`src/hw/rtl/bdt_pkg.sv`:
```
// Package for the box density threshold block: sizes, register indexes,
// operation codes and output constants. No dependencies.
package bdt_pkg;
  localparam int DefMaxWidth  = 256;
  localparam int DefMaxHeight = 256;
  localparam int DefMaxRadius = 15;

  localparam int CfgWidth  = 9;
  localparam int CfgIdxW   = 2;
  localparam int SumW      = 18;
  localparam int PixW      = 8;

  localparam logic [CfgIdxW-1:0] RegFrameWidth   = 2'd0;
  localparam logic [CfgIdxW-1:0] RegFrameHeight  = 2'd1;
  localparam logic [CfgIdxW-1:0] RegWindowRadius = 2'd2;

  localparam logic OpLoad = 1'b0;
  localparam logic OpRead = 1'b1;

  localparam logic [PixW-1:0] MaskOn  = 8'hff;
  localparam logic [PixW-1:0] MaskOff = 8'h00;
  localparam logic [SumW-1:0] SumLimit = 18'h3ffff;
endpackage

```
`src/hw/rtl/bdt_cut_div.sv`:
```
// Threshold divide by ten: reciprocal multiply of a registered numerator, result registered.
// Depends on bdt_pkg.
module bdt_cut_div
  import bdt_pkg::*;
(
  input  logic            clk,
  input  logic            rst,
  input  logic            start,
  input  logic [SumW-1:0] peak,
  output logic            busy,
  output logic [SumW-1:0] cut
);
  localparam int NumW  = SumW + 4;
  localparam int Shift = 25;
  // ceil(2^25 / 10); exact floor(n/10) for every n below 2^22
  localparam logic [NumW-1:0] Recip = NumW'(3355444);

  logic [NumW-1:0]   num;
  logic [2*NumW-1:0] prod;

  assign prod = num * Recip;

  always_ff @(posedge clk) begin
    if (rst) begin
      busy <= 1'b0;
      num  <= '0;
      cut  <= '0;
    end else if (start) begin
      // 9*peak + 5
      num  <= ({4'd0, peak} << 3) + {4'd0, peak} + NumW'(5);
      busy <= 1'b1;
    end else if (busy) begin
      cut  <= prod[Shift +: SumW];
      busy <= 1'b0;
    end
  end
endmodule

```
`config.mk`:
```
export PLATFORM = sky130hd
export DESIGN_NAME = bdt_cut_div
export DESIGN_NICKNAME = d
export VERILOG_FILES = /design/src/hw/rtl/bdt_pkg.sv /design/src/hw/rtl/bdt_cut_div.sv
export SDC_FILE = /design/constraint.sdc
export NUM_CORES = 1
export LEC_CHECK = 0
export BUFFER_PORTS_ARGS = -buffer_cell sky130_fd_sc_hd__buf_4
export CORE_ASPECT_RATIO = 0.7
export CORE_MARGIN = 10
export CORE_UTILIZATION = 65
export CTS_BUF_LIST = sky130_fd_sc_hd__clkbuf_4
export DETAILED_ROUTE_END_ITERATION = 8
export GPL_TIMING_DRIVEN = 0
export PLACE_DENSITY = 0.86
export SLEW_MARGIN = 10
export SYNTH_ARGS = -nofsm -noshare
export SYNTH_HDL_FRONTEND = slang
export SYNTH_SLANG_ARGS = --single-unit
```
`constraint.sdc`:
```
create_clock -name clk -period 14.01 [get_ports clk]
set_input_delay 2.802 -clock clk [delete_from_list [all_inputs] [get_ports clk]]
set_output_delay 2.802 -clock clk [all_outputs]
set_load 0.01 [all_outputs]
```
### Yosys cells after proc, flatten, opt, wreduce, memory -nomap -nowiden

Index checks and enable logic that the tools add are counted.

* word-level logic and storage cells: 9
* output and inout bits: 19
* flip-flop bits (word level): 41
* input bits: 21

* $add $sub $neg: 2
* $mul: 1
* reduce and logical (&&, ||, !) cells: 1
* bitwise operators: 1
* muxes and demuxes: 1

Operator list (number)
* $mul 22x20->41 const B: 1
* $add 21x18->22: 1
* $add 22x3->22 const B: 1
* $reduce_and 2->1: 1
* $mux 1: 1
* $not 1->1: 1

### Longest topological paths before layout

* word-level depth: 2
* mapped depth: 23
* gate-level depth less buffers: 23

### Least setup slack after synthesis

OpenSTA, ideal clock, no wires.

* path type: register -> register
* start point: reg num[2]
* end point: reg cut[11]
* library setup time: 0.122 ns
* stages on the path, launching flop included: 22
* path buffers: 0
* data required time: 13.888 ns
* arrival: 5.984 ns
* path slack: 7.904 ns
* period minus slack after synthesis: 6.106 ns
* path through: dfxtp_1 ha_1 xor2_1 ha_1 or2_2 fa_1 fa_1 fa_1 fa_1 inv_1 fa_1 inv_1 ha_1 a211o_1 a21oi_2 o2111ai_2 o2111ai_2 nand4_2 a311oi_2 nor2_1 mux2_1 a311o_1

* word-level cells in the longest chain between the ends: 1

Ends and longest elaborated chain
* from (decl): RTL line bdt_cut_div.sv:18 `logic [NumW-1:0] num;`
* from (signal assigned): RTL line bdt_cut_div.sv:30 `num <= ({4'd0, peak} << 3) + {4'd0, peak} + NumW'(5);`
* $mul 22x20->41: RTL line bdt_cut_div.sv:21 `assign prod = num * Recip;`
* to (signal assigned): RTL line bdt_cut_div.sv:33 `cut <= prod[Shift +: SumW];`
* to (decl): RTL line bdt_cut_div.sv:11 `output logic [SumW-1:0] cut`

Every way passes these cells.
A chain may end at the register's enable or synchronous reset.

### Worst setup path after layout

Ends and elaborated chain as after synthesis.

==> out/summary.txt <==
Status = finished, final reports clean
Cells along the critical path = ha_1 > xor2_1 > ha_1 > or2_2 > fa_1 > fa_1 > fa_1 > fa_1 > inv_1 > fa_1 > inv_1 > ha_1 > a211o_1 > a21oi_2 > o2111ai_2 > o2111ai_2 > nand4_2 > a311oi_2 > nor2_1 > mux2_1 > a311o_1
Crit path DAT = 7.11 ns
Vias per inst = 5.67
H-tree levels = 2
Number of core rows = 37
Vias = 7184
Syn Std Cell Area = 0.00981 mm^2
Most common cell after layout, fill and taps aside = inv_1
Crit-path slowest cell = dfxtp_1
Post-cts gate resize count = 0
Max FO, Critical Path = 7
Cells on worst reg2reg path = 21
Dominant synthesized flop cell = dfxtp_1
Final worst slack = 7.17 ns
NumNets Final = 1467
Worst min-delay path class = register to register
RSZ-0062 raised after global routing = false
Num ports = 40
Detailed Route WL = 23.3 mm
CTS tree = done
Max Clock Freq = 146 MHz
Post-synth EDFFs = 0
Crit share post-route = 0.488
CTS Buf Count = 5
CP required = 14.28 ns
Setup Fix Bufs, Post-CTS = 0
Syn-to-layout area delta = 6.20%
Cell Pwr Density = 238 mW/mm^2
Clock sinks = 41
R2r setup slk = 7.17 ns
Minimum clock period = 6.84 ns
VDD IR max = 168 uV
Clock Latency Late Sink = 0.38 ns
Fin. Hold Viols = 0
Avg WL per Cell = 18.4 um
Initial core utilization = 0.666
Endpoints failing setup = 0
Pre-Repair DR Iteration Count = 7
GP Congestion = 0.998
Largest net degree at the start of global routing = 13
DP Worst Slack = 7.25 ns
Slew Viols, Final = 0
Antenna fix cells = 0
Die height = 123 um
Clock skew = 0.0183 ns
IO Port Bufs = 38
Post-Syn Area per Cell = 9.55 um^2
Critical Path Sink Type = register
Max-Slew Margin vs Limit = 0.521
Syn Inst Count = 1027
Post-CTS Hold Fix Bufs = 0
Hold path endpoint = cut[6]
Hold Path Stages = 2
Yosys cell types = 62
Critical setup path kind = register to register
Worst Setup Start Kind = register
GRT Total Usage = 0.235
Detailed Route Iter0 Violations = 497
Core ar. = 0.0147 mm^2
Die W = 167 um
FF-to-FF Start = num[2]
Setup total negative slack = 0 ns
Reg clk slew, reported paths = 0.12 ns
Residual DRC = 0
Max_cap viols = 0
Net Count, Synth = 1422
First-pass GRT wire length = 38.8 mm
Worst-Margin Slew = 0.719 ns
Routed Antenna Nets = 0
Vias in the first global route = 7639
Critical R2R Capture = cut[11]
Hold Crit Start = cut[6]
CP most frequent cell = fa_1
CP max stage delay = 0.57 ns
Initial antenna violation count = 1
Die ar. = 0.0205 mm^2
Post-synth ARST share = 0
Post-synthesis sequential area ratio = 0.0837
Leakage = 5.80 nW
Clk buf depth = 2
Most frequent cells in the layout = inv_1, ha_1, fa_1
Layout cell share with drive strength beyond 1 = 0.0559
Root Driver = clkbuf_4
Dpl hpwl = 21.0 mm
Flip-flop and latch count after synthesis = 41
Remaining Overflow, GRT = 0
Synthesis Warnings = 0
==> registers in the layout (all words and copies together), names as in the netlist <==
name,cells
num,22
cut,18
busy,1
==> power by group <==
group          internal, W  switching [W]  leakage, nW  total [W]
sequential        0.000134      0.0000250        0.336   0.000159
combinational     0.000913        0.00132         5.42    0.00224
clock            0.0000391      0.0000397       0.0433  0.0000787
total              0.00109        0.00139         5.80    0.00248
==> area by class of cell <==
class | count | area (um^2)
multi-input cells | 706 | 7940
fillers | 1087 | 4310
inverters | 267 | 1000
flip-flops and latches | 41 | 821
repair buffers | 38 | 285
well taps | 195 | 244
plain buffers | 13 | 50.0
clock buffers | 6 | 45.0
clock inverters | 2 | 33.8
==> cell families after synthesis <==
group	synth area share
simple gates	0.0697
mux	0.0145
fa+ha+maj	0.595
xor+xnor	0.0330
flops	0.0837
buf+inv	0.107
compound gates	0.0968
==> per-layer routing <==
layer | global-route usage | share of wire | vias up | wire length [um]
met4 | 0.0454 | 0.014 | 2 | 318
met5 | 0 | 0.00056 | - | 13
met1 | 0.315 | 0.45 | 3457 | 10500
met2 | 0.367 | 0.42 | 286 | 9890
met3 | 0.0789 | 0.11 | 25 | 2610
li1 | - | - | 3414 | -
==> worst max-delay path by stage <==
stage	endpoint	from	slack, ns
after floorplan	cut[11]	num[2]	7.90
after global placement	cut[11]	num[2]	7.36
after detailed placement	cut[11]	num[2]	7.25
after CTS	cut[11]	num[2]	7.23
after global routing	cut[11]	num[2]	6.97
final	cut[11]	num[2]	7.17
==> cells in the mapped netlist, types with 4 or more instances <==
cell type,instances,area [um^2]
inv_1,267,1000
ha_1,220,2750
fa_1,154,3080
nor2_1,45,169
a21oi_1,44,220
dfxtp_1,41,821
nand2_1,37,139
a21o_1,21,158
o21ai_0,20,100
xnor2_1,20,175
xor2_1,17,149
nand3_1,14,70.1
mux2i_1,12,120
clkbuf_1,10,37.5
nand4_1,8,50.1
nor3_1,8,40.0
nor2b_1,6,37.5
a211oi_1,5,37.5
o211ai_1,5,37.5
o21a_1,5,37.5
a31oi_1,4,25.0
==> worst max-delay path, delay by kind of cell (launching register included) <==
| family | cells | cell delay, ns |
|---|---|---|
| mux | 1 | 0.31 |
| simple gates | 3 | 0.60 |
| fa+ha+maj | 8 | 3.42 |
| compound gates | 6 | 1.51 |
| buf+inv | 2 | 0.11 |
| flops | 1 | 0.57 |
| xor+xnor | 1 | 0.22 |
==> through the flow <==
stage / std cells / utilization / instance area, um^2 / hold WS [ns] / power, W
2_1_floorplan: 1027 / - / 9810 / 0.476 / 0.00176
3_3_place_gp: 1260 / 0.702 / 10300 / 0.441 / 0.00226
3_5_place_dp: 1260 / 0.702 / 10300 / 0.449 / 0.00234
4_1_cts: 1268 / 0.708 / 10400 / 0.472 / 0.00245
5_1_grt: 1268 / 0.708 / 10400 / 0.496 / 0.00279
6_report: 1268 / 0.708 / 10400 / 0.467 / 0.00248
Power figures use the tool's default switching activity.
